<file path="src/sv/red_pkg.sv">
// Shared types and constants for the resonator envelope detector.
// Depends on nothing; every other file but red_req_if takes from it by scoped names.
package red_pkg;

   // Result field widths and limits.
   localparam int FILT_W = 32;
   localparam int AMP_W  = 31;
   localparam logic [AMP_W-1:0] AMP_MAX = {AMP_W{1'b1}};

   // Configuration port geometry and reset values.
   localparam int CSR_DATA_W  = 32;
   localparam int CSR_INDEX_W = 2;
   localparam int GAIN_W      = 31;
   localparam logic [CSR_DATA_W-1:0] ENV_SCALE_RESET = 32'h0001_0000;

   typedef enum logic [CSR_INDEX_W-1:0] {
      CSR_INPUT_GAIN      = 2'd0,
      CSR_FIRST_FEEDBACK  = 2'd1,
      CSR_SECOND_FEEDBACK = 2'd2,
      CSR_ENVELOPE_SCALE  = 2'd3
   } csr_index_type;

   // Shared multiplier: signed 33 x 33 gives a 66-bit product.
   localparam int MUL_W  = 33;
   localparam int PROD_W = 2 * MUL_W;

   // Square root: 64-bit radicand, one result bit per step.
   localparam int RAD_W      = 64;
   localparam int ROOT_W     = 32;
   localparam int REM_W      = 34;
   localparam int ROOT_CNT_W = 5;
   localparam logic [ROOT_CNT_W-1:0] ROOT_LAST = ROOT_CNT_W'(ROOT_W - 1);

   // Scale on the output difference is Q16.16.
   localparam int SCALE_FRAC = 16;

   typedef enum logic [10:0] {
      ST_IDLE      = 11'b000_0000_0001,
      ST_MUL_GAIN  = 11'b000_0000_0010,
      ST_MUL_FB1   = 11'b000_0000_0100,
      ST_MUL_FB2   = 11'b000_0000_1000,
      ST_ROUND     = 11'b000_0001_0000,
      ST_ABS       = 11'b000_0010_0000,
      ST_MUL_DIFF  = 11'b000_0100_0000,
      ST_MUL_MEAN  = 11'b000_1000_0000,
      ST_MUL_ENV   = 11'b001_0000_0000,
      ST_ROOT_INIT = 11'b010_0000_0000,
      ST_ROOT      = 11'b100_0000_0000
   } state_type;

endpackage

</file>
<file path="src/sv/red_req_if.sv">
// Input channel of the resonator envelope detector: one signed sample per transfer.
// Depends on nothing but its own parameter.
interface red_req_if #(
   parameter int SAMPLE_BITS = 24
);
   logic                          valid;
   logic                          ready;
   logic signed [SAMPLE_BITS-1:0] sample;

   modport source (output valid, output sample, input ready);
   modport sink   (input valid, input sample, output ready);
endinterface

</file>
<file path="src/sv/red_rsp_if.sv">
// Result channel of the resonator envelope detector: filter output and envelope.
// Depends on red_pkg for the field widths.
interface red_rsp_if;
   logic                              valid;
   logic                              ready;
   logic signed [red_pkg::FILT_W-1:0] filtered;
   logic        [red_pkg::AMP_W-1:0]  amplitude;

   modport source (output valid, output filtered, output amplitude, input ready);
   modport sink   (input valid, input filtered, input amplitude, output ready);
endinterface

</file>
<file path="src/sv/resonator_envelope_detector.sv">
// Top level of the two-pole resonator with envelope output.
// Depends on red_pkg, red_req_if and red_rsp_if.
//
//   Channel   Direction  Contents                                   Handshake
//   req_chan  in         sample (SAMPLE_BITS, signed)               valid/ready
//   rsp_chan  out        filtered (32, signed), amplitude (31)      valid/ready
//   csr_*     in         write enable, 2-bit index, 32-bit data     write only
//
// Each sample passes through the multiply, rounding and setup steps around
// the shared multiplier, the bit-serial square root (one root bit per cycle,
// the last only once the result register is free; the last step also loads
// the result register) and the idle state, the only one in which the next
// transfer is accepted. Reset (synchronous, active high) clears the
// sequencer, the filter history and the result valid flag, and loads the
// coefficients with their reset values. A stalled result holds in its
// register; the block finishes the next sample and then waits in its last
// square root step until that register is free.
module resonator_envelope_detector #(
   parameter int SAMPLE_BITS    = 24,
   parameter int COEF_FRAC_BITS = 30
) (
   input  logic                                clock,
   input  logic                                reset,
   red_req_if.sink                             req_chan,
   red_rsp_if.source                           rsp_chan,
   input  logic                                csr_write_en,
   input  logic [red_pkg::CSR_INDEX_W-1:0]     csr_index,
   input  logic [red_pkg::CSR_DATA_W-1:0]      csr_wdata
);

   localparam int MW = red_pkg::MUL_W;
   localparam int PW = red_pkg::PROD_W;
   localparam int FW = red_pkg::FILT_W;

   // Half an output LSB, added before the arithmetic shift to round to nearest
   // with halves going toward plus infinity.
   localparam logic signed [PW-1:0] ROUND_HALF = PW'(1) << (COEF_FRAC_BITS - 1);
   localparam logic signed [FW-1:0] FILT_MAX = {1'b0, {(FW-1){1'b1}}};
   localparam logic signed [FW-1:0] FILT_MIN = {1'b1, {(FW-1){1'b0}}};

   // Sequencer.
   red_pkg::state_type state_ff, state_in;
   logic [red_pkg::ROOT_CNT_W-1:0] cnt_ff, cnt_in;

   // Coefficient registers.
   logic        [red_pkg::GAIN_W-1:0]     gain_ff;
   logic signed [red_pkg::CSR_DATA_W-1:0] fb1_ff;
   logic signed [red_pkg::CSR_DATA_W-1:0] fb2_ff;
   logic        [red_pkg::CSR_DATA_W-1:0] scale_ff;

   // Filter history.
   logic signed [FW-1:0] last_ff, last_in;
   logic signed [FW-1:0] older_ff, older_in;

   // Datapath registers.
   logic signed [SAMPLE_BITS-1:0] sample_ff, sample_in;
   logic signed [PW-1:0]          prod_ff;
   logic signed [PW-1:0]          acc_ff, acc_in;
   logic        [FW:0]            mean_ff, mean_in;     // |last + older|, up to 2^32
   logic        [FW-1:0]          absd_ff, absd_in;     // |last - older|
   logic        [red_pkg::AMP_W-1:0] env_ff, env_in;   // scaled difference
   logic                          sat_ff, sat_in;
   logic        [red_pkg::RAD_W-1:0]  mean_sq_ff, mean_sq_in;
   logic        [red_pkg::RAD_W-1:0]  rad_ff, rad_in;
   logic        [red_pkg::REM_W-1:0]  rem_ff, rem_in;
   logic        [red_pkg::ROOT_W-1:0] root_ff, root_in;

   // Result register.
   logic                             rsp_valid_ff, rsp_valid_in;
   logic signed [FW-1:0]             rsp_filt_ff, rsp_filt_in;
   logic        [red_pkg::AMP_W-1:0] rsp_amp_ff, rsp_amp_in;

   // Shared multiplier operands.
   logic signed [MW-1:0] mul_a, mul_b;

   // Rounding and saturation of the filter sum.
   logic signed [PW-1:0] total, shifted;
   logic                 sat_hi, sat_lo;
   logic signed [FW-1:0] y_sat;

   // Envelope helpers.
   logic signed [FW:0]   pair_sum, pair_diff;
   logic [PW-1:0]        prod_u;
   logic [PW-red_pkg::SCALE_FRAC-1:0] env_wide;
   logic [red_pkg::RAD_W:0] rad_sum;

   // Square root step.
   logic [red_pkg::REM_W-1:0] rem_shift, trial;
   logic                      root_bit;

   logic req_xfer, rsp_free;

   assign req_chan.ready     = (state_ff == red_pkg::ST_IDLE);
   assign req_xfer           = req_chan.valid && req_chan.ready;
   assign rsp_chan.valid     = rsp_valid_ff;
   assign rsp_chan.filtered  = rsp_filt_ff;
   assign rsp_chan.amplitude = rsp_amp_ff;
   assign rsp_free           = !rsp_valid_ff || rsp_chan.ready;

   // The multiplier operands follow the step. All operands are widened to
   // 33 signed bits so that the unsigned gain, scale and magnitudes fit.
   always_comb begin
      mul_a = '0;
      mul_b = '0;
      case (state_ff)
         red_pkg::ST_MUL_GAIN: begin
            mul_a = MW'({1'b0, gain_ff});
            mul_b = MW'(sample_ff);
         end
         red_pkg::ST_MUL_FB1: begin
            mul_a = MW'(fb1_ff);
            mul_b = MW'(last_ff);
         end
         red_pkg::ST_MUL_FB2: begin
            mul_a = MW'(fb2_ff);
            mul_b = MW'(older_ff);
         end
         red_pkg::ST_MUL_DIFF: begin
            mul_a = MW'({1'b0, absd_ff});
            mul_b = MW'({1'b0, scale_ff});
         end
         red_pkg::ST_MUL_MEAN: begin
            mul_a = MW'({1'b0, mean_ff[FW-1:0]});
            mul_b = MW'({1'b0, mean_ff[FW-1:0]});
         end
         red_pkg::ST_MUL_ENV: begin
            mul_a = MW'({1'b0, env_ff});
            mul_b = MW'({1'b0, env_ff});
         end
         default: begin
            mul_a = '0;
            mul_b = '0;
         end
      endcase
   end

   // Rounding: the first two products less the third, plus half an LSB, shifted down
   // arithmetically, then clamped to the 32-bit range.
   always_comb begin
      total   = acc_ff - prod_ff + ROUND_HALF;
      shifted = total >>> COEF_FRAC_BITS;
      sat_hi  = !shifted[PW-1] && (|shifted[PW-2:FW-1]);
      sat_lo  = shifted[PW-1] && !(&shifted[PW-2:FW-1]);
      if (sat_hi) begin
         y_sat = FILT_MAX;
      end else if (sat_lo) begin
         y_sat = FILT_MIN;
      end else begin
         y_sat = shifted[FW-1:0];
      end
   end

   always_comb begin
      pair_sum  = (FW+1)'(last_ff) + (FW+1)'(older_ff);
      pair_diff = (FW+1)'(last_ff) - (FW+1)'(older_ff);
      prod_u    = prod_ff;
      env_wide  = prod_u[PW-1:red_pkg::SCALE_FRAC];
      rad_sum   = {1'b0, mean_sq_ff} + {prod_u[red_pkg::RAD_W-3:0], 2'b00};
   end

   // Restoring square root, two radicand bits in and one root bit out per step.
   always_comb begin
      rem_shift = {rem_ff[red_pkg::REM_W-3:0], rad_ff[red_pkg::RAD_W-1 -: 2]};
      trial     = {root_ff[red_pkg::REM_W-3:0], 2'b01};
      root_bit  = (rem_shift >= trial);
   end

   always_comb begin
      state_in     = state_ff;
      cnt_in       = cnt_ff;
      last_in      = last_ff;
      older_in     = older_ff;
      sample_in    = sample_ff;
      acc_in       = acc_ff;
      mean_in      = mean_ff;
      absd_in      = absd_ff;
      env_in       = env_ff;
      sat_in       = sat_ff;
      mean_sq_in   = mean_sq_ff;
      rad_in       = rad_ff;
      rem_in       = rem_ff;
      root_in      = root_ff;
      rsp_filt_in  = rsp_filt_ff;
      rsp_amp_in   = rsp_amp_ff;
      rsp_valid_in = rsp_valid_ff && !rsp_chan.ready;

      case (state_ff)
         red_pkg::ST_IDLE: begin
            if (req_xfer) begin
               sample_in = req_chan.sample;
               state_in  = red_pkg::ST_MUL_GAIN;
            end
         end
         red_pkg::ST_MUL_GAIN: begin
            state_in = red_pkg::ST_MUL_FB1;
         end
         red_pkg::ST_MUL_FB1: begin
            acc_in   = prod_ff;
            state_in = red_pkg::ST_MUL_FB2;
         end
         red_pkg::ST_MUL_FB2: begin
            acc_in   = acc_ff + prod_ff;
            state_in = red_pkg::ST_ROUND;
         end
         red_pkg::ST_ROUND: begin
            older_in    = last_ff;
            last_in     = y_sat;
            state_in    = red_pkg::ST_ABS;
         end
         red_pkg::ST_ABS: begin
            mean_in  = pair_sum[FW] ? (FW+1)'(0) - pair_sum : pair_sum;
            absd_in  = pair_diff[FW] ? FW'((FW+1)'(0) - pair_diff) : pair_diff[FW-1:0];
            state_in = red_pkg::ST_MUL_DIFF;
         end
         red_pkg::ST_MUL_DIFF: begin
            state_in = red_pkg::ST_MUL_MEAN;
         end
         red_pkg::ST_MUL_MEAN: begin
            // The scaled difference saturates the envelope at 2^31 and above;
            // so does a mean magnitude of 2^32.
            env_in   = env_wide[red_pkg::AMP_W-1:0];
            sat_in   = (|env_wide[PW-red_pkg::SCALE_FRAC-1:red_pkg::AMP_W]) || mean_ff[FW];
            state_in = red_pkg::ST_MUL_ENV;
         end
         red_pkg::ST_MUL_ENV: begin
            mean_sq_in = prod_u[red_pkg::RAD_W-1:0];
            state_in   = red_pkg::ST_ROOT_INIT;
         end
         red_pkg::ST_ROOT_INIT: begin
            // Radicand is mean^2 + 4*env^2; a carry out of 64 bits saturates.
            rad_in   = rad_sum[red_pkg::RAD_W-1:0];
            sat_in   = sat_ff || rad_sum[red_pkg::RAD_W];
            rem_in   = '0;
            root_in  = '0;
            cnt_in   = '0;
            state_in = red_pkg::ST_ROOT;
         end
         red_pkg::ST_ROOT: begin
            if (cnt_ff != red_pkg::ROOT_LAST || rsp_free) begin
               rad_in  = {rad_ff[red_pkg::RAD_W-3:0], 2'b00};
               rem_in  = root_bit ? rem_shift - trial : rem_shift;
               root_in = {root_ff[red_pkg::ROOT_W-2:0], root_bit};
               cnt_in  = cnt_ff + 1'b1;
            end
            if (cnt_ff == red_pkg::ROOT_LAST && rsp_free) begin
               // The envelope is half the root of the radicand. The filter
               // output still sits in the history register.
               rsp_filt_in  = last_ff;
               rsp_amp_in   = sat_ff ? red_pkg::AMP_MAX
                                     : root_in[red_pkg::ROOT_W-1:1];
               rsp_valid_in = 1'b1;
               state_in     = red_pkg::ST_IDLE;
            end
         end
         default: begin
            state_in = red_pkg::ST_IDLE;
         end
      endcase
   end

   always_ff @(posedge clock) begin
      if (reset) begin
         state_ff     <= red_pkg::ST_IDLE;
         cnt_ff       <= '0;
         rsp_valid_ff <= 1'b0;
         last_ff      <= '0;
         older_ff     <= '0;
         gain_ff      <= '0;
         fb1_ff       <= '0;
         fb2_ff       <= '0;
         scale_ff     <= red_pkg::ENV_SCALE_RESET;
      end else begin
         state_ff     <= state_in;
         cnt_ff       <= cnt_in;
         rsp_valid_ff <= rsp_valid_in;
         last_ff      <= last_in;
         older_ff     <= older_in;
         if (csr_write_en) begin
            case (red_pkg::csr_index_type'(csr_index))
               red_pkg::CSR_INPUT_GAIN:      gain_ff  <= csr_wdata[red_pkg::GAIN_W-1:0];
               red_pkg::CSR_FIRST_FEEDBACK:  fb1_ff   <= csr_wdata;
               red_pkg::CSR_SECOND_FEEDBACK: fb2_ff   <= csr_wdata;
               red_pkg::CSR_ENVELOPE_SCALE:  scale_ff <= csr_wdata;
               default: begin
               end
            endcase
         end
      end
   end

   always_ff @(posedge clock) begin
      prod_ff     <= mul_a * mul_b;
      sample_ff   <= sample_in;
      acc_ff      <= acc_in;
      mean_ff     <= mean_in;
      absd_ff     <= absd_in;
      env_ff      <= env_in;
      sat_ff      <= sat_in;
      mean_sq_ff  <= mean_sq_in;
      rad_ff      <= rad_in;
      rem_ff      <= rem_in;
      root_ff     <= root_in;
      rsp_filt_ff <= rsp_filt_in;
      rsp_amp_ff  <= rsp_amp_in;
   end

endmodule

</file>
<file path="src/flat_wrapper.sv">
// flat-port wrapper written by rule: the top's interface ports become plain ports
module resonator_envelope_detector_flat 
#(
   parameter int SAMPLE_BITS    = 24,
   parameter int COEF_FRAC_BITS = 30
)
  (clock, reset, csr_write_en, csr_index, csr_wdata, req_chan_valid, req_chan_sample, req_chan_ready, rsp_chan_valid, rsp_chan_filtered, rsp_chan_amplitude, rsp_chan_ready);
  red_req_if #(.SAMPLE_BITS(SAMPLE_BITS)) req_chan_i ();
  red_rsp_if rsp_chan_i ();
  input  logic clock;
  input  logic reset;
  input  logic csr_write_en;
  input  logic [red_pkg::CSR_INDEX_W-1:0] csr_index;
  input  logic [red_pkg::CSR_DATA_W-1:0] csr_wdata;
  input wire logic [$bits(req_chan_i.valid)-1:0] req_chan_valid;
  input wire logic [$bits(req_chan_i.sample)-1:0] req_chan_sample;
  output wire logic [$bits(req_chan_i.ready)-1:0] req_chan_ready;
  output wire logic [$bits(rsp_chan_i.valid)-1:0] rsp_chan_valid;
  output wire logic [$bits(rsp_chan_i.filtered)-1:0] rsp_chan_filtered;
  output wire logic [$bits(rsp_chan_i.amplitude)-1:0] rsp_chan_amplitude;
  input wire logic [$bits(rsp_chan_i.ready)-1:0] rsp_chan_ready;
  assign req_chan_i.valid = req_chan_valid;
  assign req_chan_i.sample = req_chan_sample;
  assign req_chan_ready = req_chan_i.ready;
  assign rsp_chan_valid = rsp_chan_i.valid;
  assign rsp_chan_filtered = rsp_chan_i.filtered;
  assign rsp_chan_amplitude = rsp_chan_i.amplitude;
  assign rsp_chan_i.ready = rsp_chan_ready;
  resonator_envelope_detector #(.SAMPLE_BITS(SAMPLE_BITS), .COEF_FRAC_BITS(COEF_FRAC_BITS)) u_core (.clock(clock), .reset(reset), .req_chan(req_chan_i), .rsp_chan(rsp_chan_i), .csr_write_en(csr_write_en), .csr_index(csr_index), .csr_wdata(csr_wdata));
endmodule
</file>
<file path="config.mk">
export PLATFORM = sky130hd
export DESIGN_NAME = resonator_envelope_detector_flat
export DESIGN_NICKNAME = d
export VERILOG_FILES = /design/src/sv/red_pkg.sv /design/src/sv/red_req_if.sv /design/src/sv/red_rsp_if.sv /design/src/sv/resonator_envelope_detector.sv /design/src/flat_wrapper.sv
export SDC_FILE = /design/constraint.sdc
export NUM_CORES = 2
export LEC_CHECK = 0
export ABC_AREA = 0
export BUFFER_PORTS_ARGS = -buffer_cell sky130_fd_sc_hd__clkbuf_2
export CAP_MARGIN = 20
export CORE_MARGIN = 2
export CORE_UTILIZATION = 50
export CTS_BUF_LIST = sky130_fd_sc_hd__clkbuf_16
export DETAILED_ROUTE_END_ITERATION = 10
export GPL_TIMING_DRIVEN = 1
export PLACE_DENSITY = 0.66
export SLEW_MARGIN = 20
export SYNTH_ARGS = -nofsm -noshare
export SYNTH_HDL_FRONTEND = slang
export SYNTH_SLANG_ARGS = --single-unit
</file>
<file path="constraint.sdc">
create_clock -name clock -period 19.7 [get_ports clock]
set_input_delay 1.97 -clock clock [delete_from_list [all_inputs] [get_ports clock]]
set_output_delay 1.97 -clock clock [all_outputs]
set_load 0.02 [all_outputs]
</file>
Word level (Yosys, flattened, before mapping)
Index checks and enable logic that the tools add are counted.
Widths: inputs -> output; s select.
{"block": "word_totals", "inputBits": 63, "regBits": 716}
{"block": "op_classes", "n_mul": 1, "n_eq_ne": 19, "reduce_logical": 28, "n_lt_le_gt_ge": 1, "addsub": 10, "mux": 22}
{"cell": "$pmux 33 s6", "n": 2}
{"cell": "$mux 32", "n": 7}
{"cell": "$pmux 66 s2", "n": 1}
{"cell": "$pmux 32 s2", "n": 2}
{"cell": "$pmux 64 s2", "n": 1}
{"cell": "$pmux 11 s11", "n": 1}
{"cell": "$add 66x31->66 const B", "n": 1}
{"cell": "$add 66x66->66", "n": 1}
{"cell": "$mul 33x33->66", "n": 1}
{"cell": "$sub 66x66->66", "n": 1}
{"cell": "$add 64x64->65", "n": 1}
{"cell": "$mux 64", "n": 1}
{"cell": "$ge 34x34->1", "n": 1}
{"cell": "$add 32x32->33", "n": 1}
{"cell": "$sub 1x33->33 const A", "n": 1}
{"cell": "$sub 32x32->33", "n": 1}
{"cell": "$sub 1x32->32 const A", "n": 1}
{"cell": "$sub 32x32->32", "n": 1}
{"cell": "$mux 11", "n": 2}
{"cell": "$reduce_or 19->1", "n": 1}
{"cell": "$reduce_and 2->1", "n": 8}
{"cell": "$eq 11x1->1 const B", "n": 1}
{"cell": "$eq 11x10->1 const B", "n": 1}
{"cell": "$eq 11x11->1 const B", "n": 1}
{"cell": "other kinds (26)", "n": 41}

Logic depth before layout (Yosys ltp)
{"block": "depth", "depth_word": 7, "mapped_depth": 42}

Least setup slack after synthesis
OpenSTA, ideal clock, no wires.
{"block": "synth_path", "path_type": "register to register", "start": "register u_core.state_ff[10]", "end": "register u_core.prod_ff[61]", "t_required_ns": 19.628, "synth_period_minus_slack_ns": 11.772, "t_arrival_ns": 11.701, "setup_ns": 0.072, "path_stages_with_launch": 38, "n_path_buf": 4, "setup_slack_ns": 7.928, "cell_sequence": "dfxtp_1 -> clkbuf_1 -> nor3_1 -> and3_1 -> nand2_1 -> nor3b_1 -> clkbuf_1 -> clkbuf_1 -> a22oi_1 -> nand3_1 -> clkbuf_1 -> nand2_1 -> fa_1 -> fa_1 -> inv_1 -> fa_1 -> inv_1 -> fa_1 -> [2 not listed] -> fa_1 -> fa_1 -> inv_1 -> fa_1 -> inv_1 -> ha_1 -> a21oi_1 -> o21ai_0 -> a41oi_1 -> o21bai_1 -> a41oi_1 -> o31ai_1 -> nand2_1 -> o31ai_1 -> a21boi_0 -> o21a_1 -> o21ai_0 -> xor2_1"}
{"block": "synth_via", "elab_chain_len": 3, "word_cells_on_any_way": 9}
{"element": "start: declaration", "line": "resonator_envelope_detector.sv:42", "text": "red_pkg::state_type state_ff, state_in;"}
{"element": "start signal: assignment", "line": "resonator_envelope_detector.sv:263", "text": "state_ff <= red_pkg::ST_IDLE;"}
{"element": "start signal: assignment", "line": "resonator_envelope_detector.sv:273", "text": "state_ff <= state_in;"}
{"element": "$eq 11x9->1, or another cell as far along", "line": "resonator_envelope_detector.sv:105", "text": "case (state_ff)"}
{"element": "$pmux 33 s6", "line": "resonator_envelope_detector.sv:105"}
{"element": "$mul 33x33->66 *", "line": "resonator_envelope_detector.sv:292", "text": "prod_ff <= mul_a * mul_b;"}
{"element": "end signal: assignment", "line": "resonator_envelope_detector.sv:292"}
{"element": "end: declaration", "line": "resonator_envelope_detector.sv:57", "text": "logic signed [PW-1:0] prod_ff;"}
Every way passes the cells marked *; elsewhere a longest branch is shown, timed or not.
A chain may end at the register's enable or synchronous reset.

Worst setup path in the final report
{"block": "layout_path", "start": "register u_core.state_ff[1]", "end": "register u_core.prod_ff[65]"}
The elaborated chain is that of the path after synthesis.

==> metrics.cfg <==
[layout]
final_common_cell=inv_1
layout_common_cells=1,464 x inv_1, 1,191 x nand2_1, 1,148 x fa_1
drive_gt1_share_pct=5.439
nNetsFinal=10820
seq_area_mm2=0.01873
area_growth_pct=7.100
multi_input_area_mm2=0.05603
fillers=14950

[power]
p_leak_nw=39.61
ir_drop_mv=0.07259
switching_share_pct=25.38
p_int_w=0.002463
switchingPower_w=0.0008378
power_frac_comb_pct=6.2
p_clk_share_pct=45.0
p_per_area_mw_per_mm2=37.76
power_frac_seq_pct=48.7

[synth]
syn_avg_cell_area_um2=8.981
async_flop_share_pct=0
yosys_warnings=0
netlist_area_mm2=0.08161
ys_types=93
synth-seq-cells=715
synth_flop_cell=edfxtp_1
syn_inst=9087
yosysSeqAreaShare_pct=22.95
syn-num-nets=10870
synth_edf_count=441

[setup_path]
cp-startpoint=u_core.state_ff[1]
crit_slowest_cell=inv_1
crit_fanout=51
critical_path_required_ns=20.27
end_kind=flip-flop
cp-start-kind=flip-flop
cp_common_cell=fa_1
worstSetupPathType=reg2reg
slowest_delay_ns=0.69
rrSetupSlack_ns=7.96
arrival_ns=12.31
r2r_start=u_core.state_ff[1]

[timing]
fin_crit_ns=11.74
period_share_pct=59.61
finalHoldViolCount=0
tightestPinTransition_ns=1.188
skew_ns=0.04363
max_freq_mhz=85.16
finalSetupViolCount=0
fin_tns_setup_ns=0
fin_hold_ws_ns=0.4553
slew_headroom_pct=20.83
drv_slew=0
rsz0062_at_grt=no

[global_routing]
grt_use_total_pct=33.12
grt_start_max_net_pins=99
grt_antenna_before_repair=17
grt_pass1_vias=67290
grt_pass1_wl_um=415500
gr-total-overflow=0

[min_path]
hp-class=reg2reg
hold_start=u_core.scale_ff[12]

[run_status]
status=finished clean

[floorplanning]
die-area_mm2=0.1665
start_util_pct=50.26
placeableCoreArea_mm2=0.1624
die_h_um=408.0
io_pins=128
die_w_um=408.0
num_rows=148

[routing]
top_layer=met5
ant_nets=0
route.met2.wl_um=119000
via_per_inst=5.910
postRouteWirelength_um=275800
vias=66700
drt-met1-wl_um=112000
drtPass1Iterations=7
wl_per_cell_um=24.44
wl_met3_um=28490
drc_errors=0
drt_iter0_drc=6674

[clocking]
cts_root_buf=clkbuf_16
cts_tree=built
cts.sinks=715
post_cts_resized=0
clkTransAtPathRegs_ns=0.06
clockBufferDepth=3
cts_setup_buffers=0
htreeDepth=3
clkLatencyLatePin_ns=0.71
cts.hold.buffers_added=0
cts_buffers=78

[job]
maxCapViolations=0

[place]
gp_congestion=0.9844
numPortBuffers=127
dp_hpwl_um=208800

[metrics by stage]
stage	area (um2)	total power, W	util, %	worst slack (ns)	instances
5_1_grt	87390	0.003391	53.81	7.444	11280
6_report	87410	0.003301	53.82	7.958	11290
2_1_floorplan	81610	0.001751	-	7.928	9087
3_5_place_dp	84800	0.001838	52.21	8.096	11130
4_1_cts	87340	0.003314	53.78	8.078	11280
3_3_place_gp	84790	0.001836	52.21	8.287	11130
[Yosys cell counts (64+ instances only)]
master	n	area share [%]
a211oi_1	64	0.59
a21o_1	146	1.3
a21oi_1	579	3.6
a22oi_1	150	1.4
and3_1	95	0.73
clkbuf_1	395	1.8
dfxtp_1	274	6.7
edfxtp_1	441	16
fa_1	1149	28
ha_1	574	8.8
inv_1	1449	6.7
nand2_1	1193	5.5
nand2b_1	81	0.62
nand3_1	146	0.90
nor2_1	910	4.2
nor3_1	77	0.47
o21ai_0	267	1.6
xnor2_1	247	2.7
xor2_1	114	1.2
[logic make-up (layout without fill, tap and decap cells)]
family / after synthesis / count (layout) / synth area share [%]
xor gates and xnor gates: 361 / 361 / 3.874
and+or+nand+nor: 2793 / 2793 / 14.88
other: 0 / 10 / 0
buffers and inverters: 1875 / 1889 / 8.637
muxes: 30 / 30 / 0.3679
AOI/OAI and AO/OA: 1590 / 1590 / 12.31
DFF: 715 / 715 / 22.95
adders and majority gates: 1723 / 1723 / 36.98
[power by group through the flow]
stage / logic, W / registers (W) / clock network (W)
6_report: 0.000206 / 0.00161 / 0.00149
5_1_grt: 0.000220 / 0.00161 / 0.00156
4_1_cts: 0.000200 / 0.00161 / 0.00151
3_5_place_dp: 0.000199 / 0.00164 / 0
3_3_place_gp: 0.000197 / 0.00164 / 0
2_1_floorplan: 0.000122 / 0.00163 / 0
[cell type report]
class | instances | area share (%)
clock buffers | 79 | 2.262
diodes | 10 | 0.02863
well taps | 2175 | 3.113
flip-flops and latches | 715 | 21.43
inverters | 1449 | 6.222
repair buffers | 295 | 2.202
clock inverters | 66 | 0.6470
multi-input cells | 6497 | 64.10
[worst paths after layout]
check,to,depth (start not counted)
setup / recovery,u_core.prod_ff[65],36
hold / removal,u_core.scale_ff[12],2
setup reg to reg,u_core.prod_ff[65],36
hold reg to reg,u_core.scale_ff[12],2
[worst max-delay path: cells and delay by family (launching register included)]
kind | cells | cell delay [ns]
adders and majority gates | 9 | 4.22
buffers and inverters | 9 | 2.78
AOI/OAI and AO/OA | 10 | 2.67
and+or+nand+nor | 7 | 1.38
DFF | 1 | 0.32
xor gates and xnor gates | 1 | 0.08
[flip-flops by register name, indices dropped and copies added, names as in the netlist, 5 cells and up]
name                       flops
u_core.gain_ff                31
u_core.rem_ff                 32
u_core.rsp_chan.amplitude     31
u_core.last_ff                32
u_core.fb1_ff                 32
u_core.sample_ff              24
u_core.cnt_ff                  5
u_core.state_ff               11
u_core.fb2_ff                 32
u_core.mean_sq_ff             64
u_core.prod_ff                66
u_core.absd_ff                31
u_core.rsp_chan.filtered      32
u_core.root_ff                32
u_core.acc_ff                 66
u_core.older_ff               32
u_core.rad_ff                 64
u_core.env_ff                 31
u_core.mean_ff                33
u_core.scale_ff               32
[routing by layer]
metal,global-route usage (%),vias up
li1,-,29360
met1,44.82,33320
met2,49.83,3243
met3,7.898,767
met4,16.39,12
met5,0,-
No activity file was read; power rests on OpenSTA's default activity.
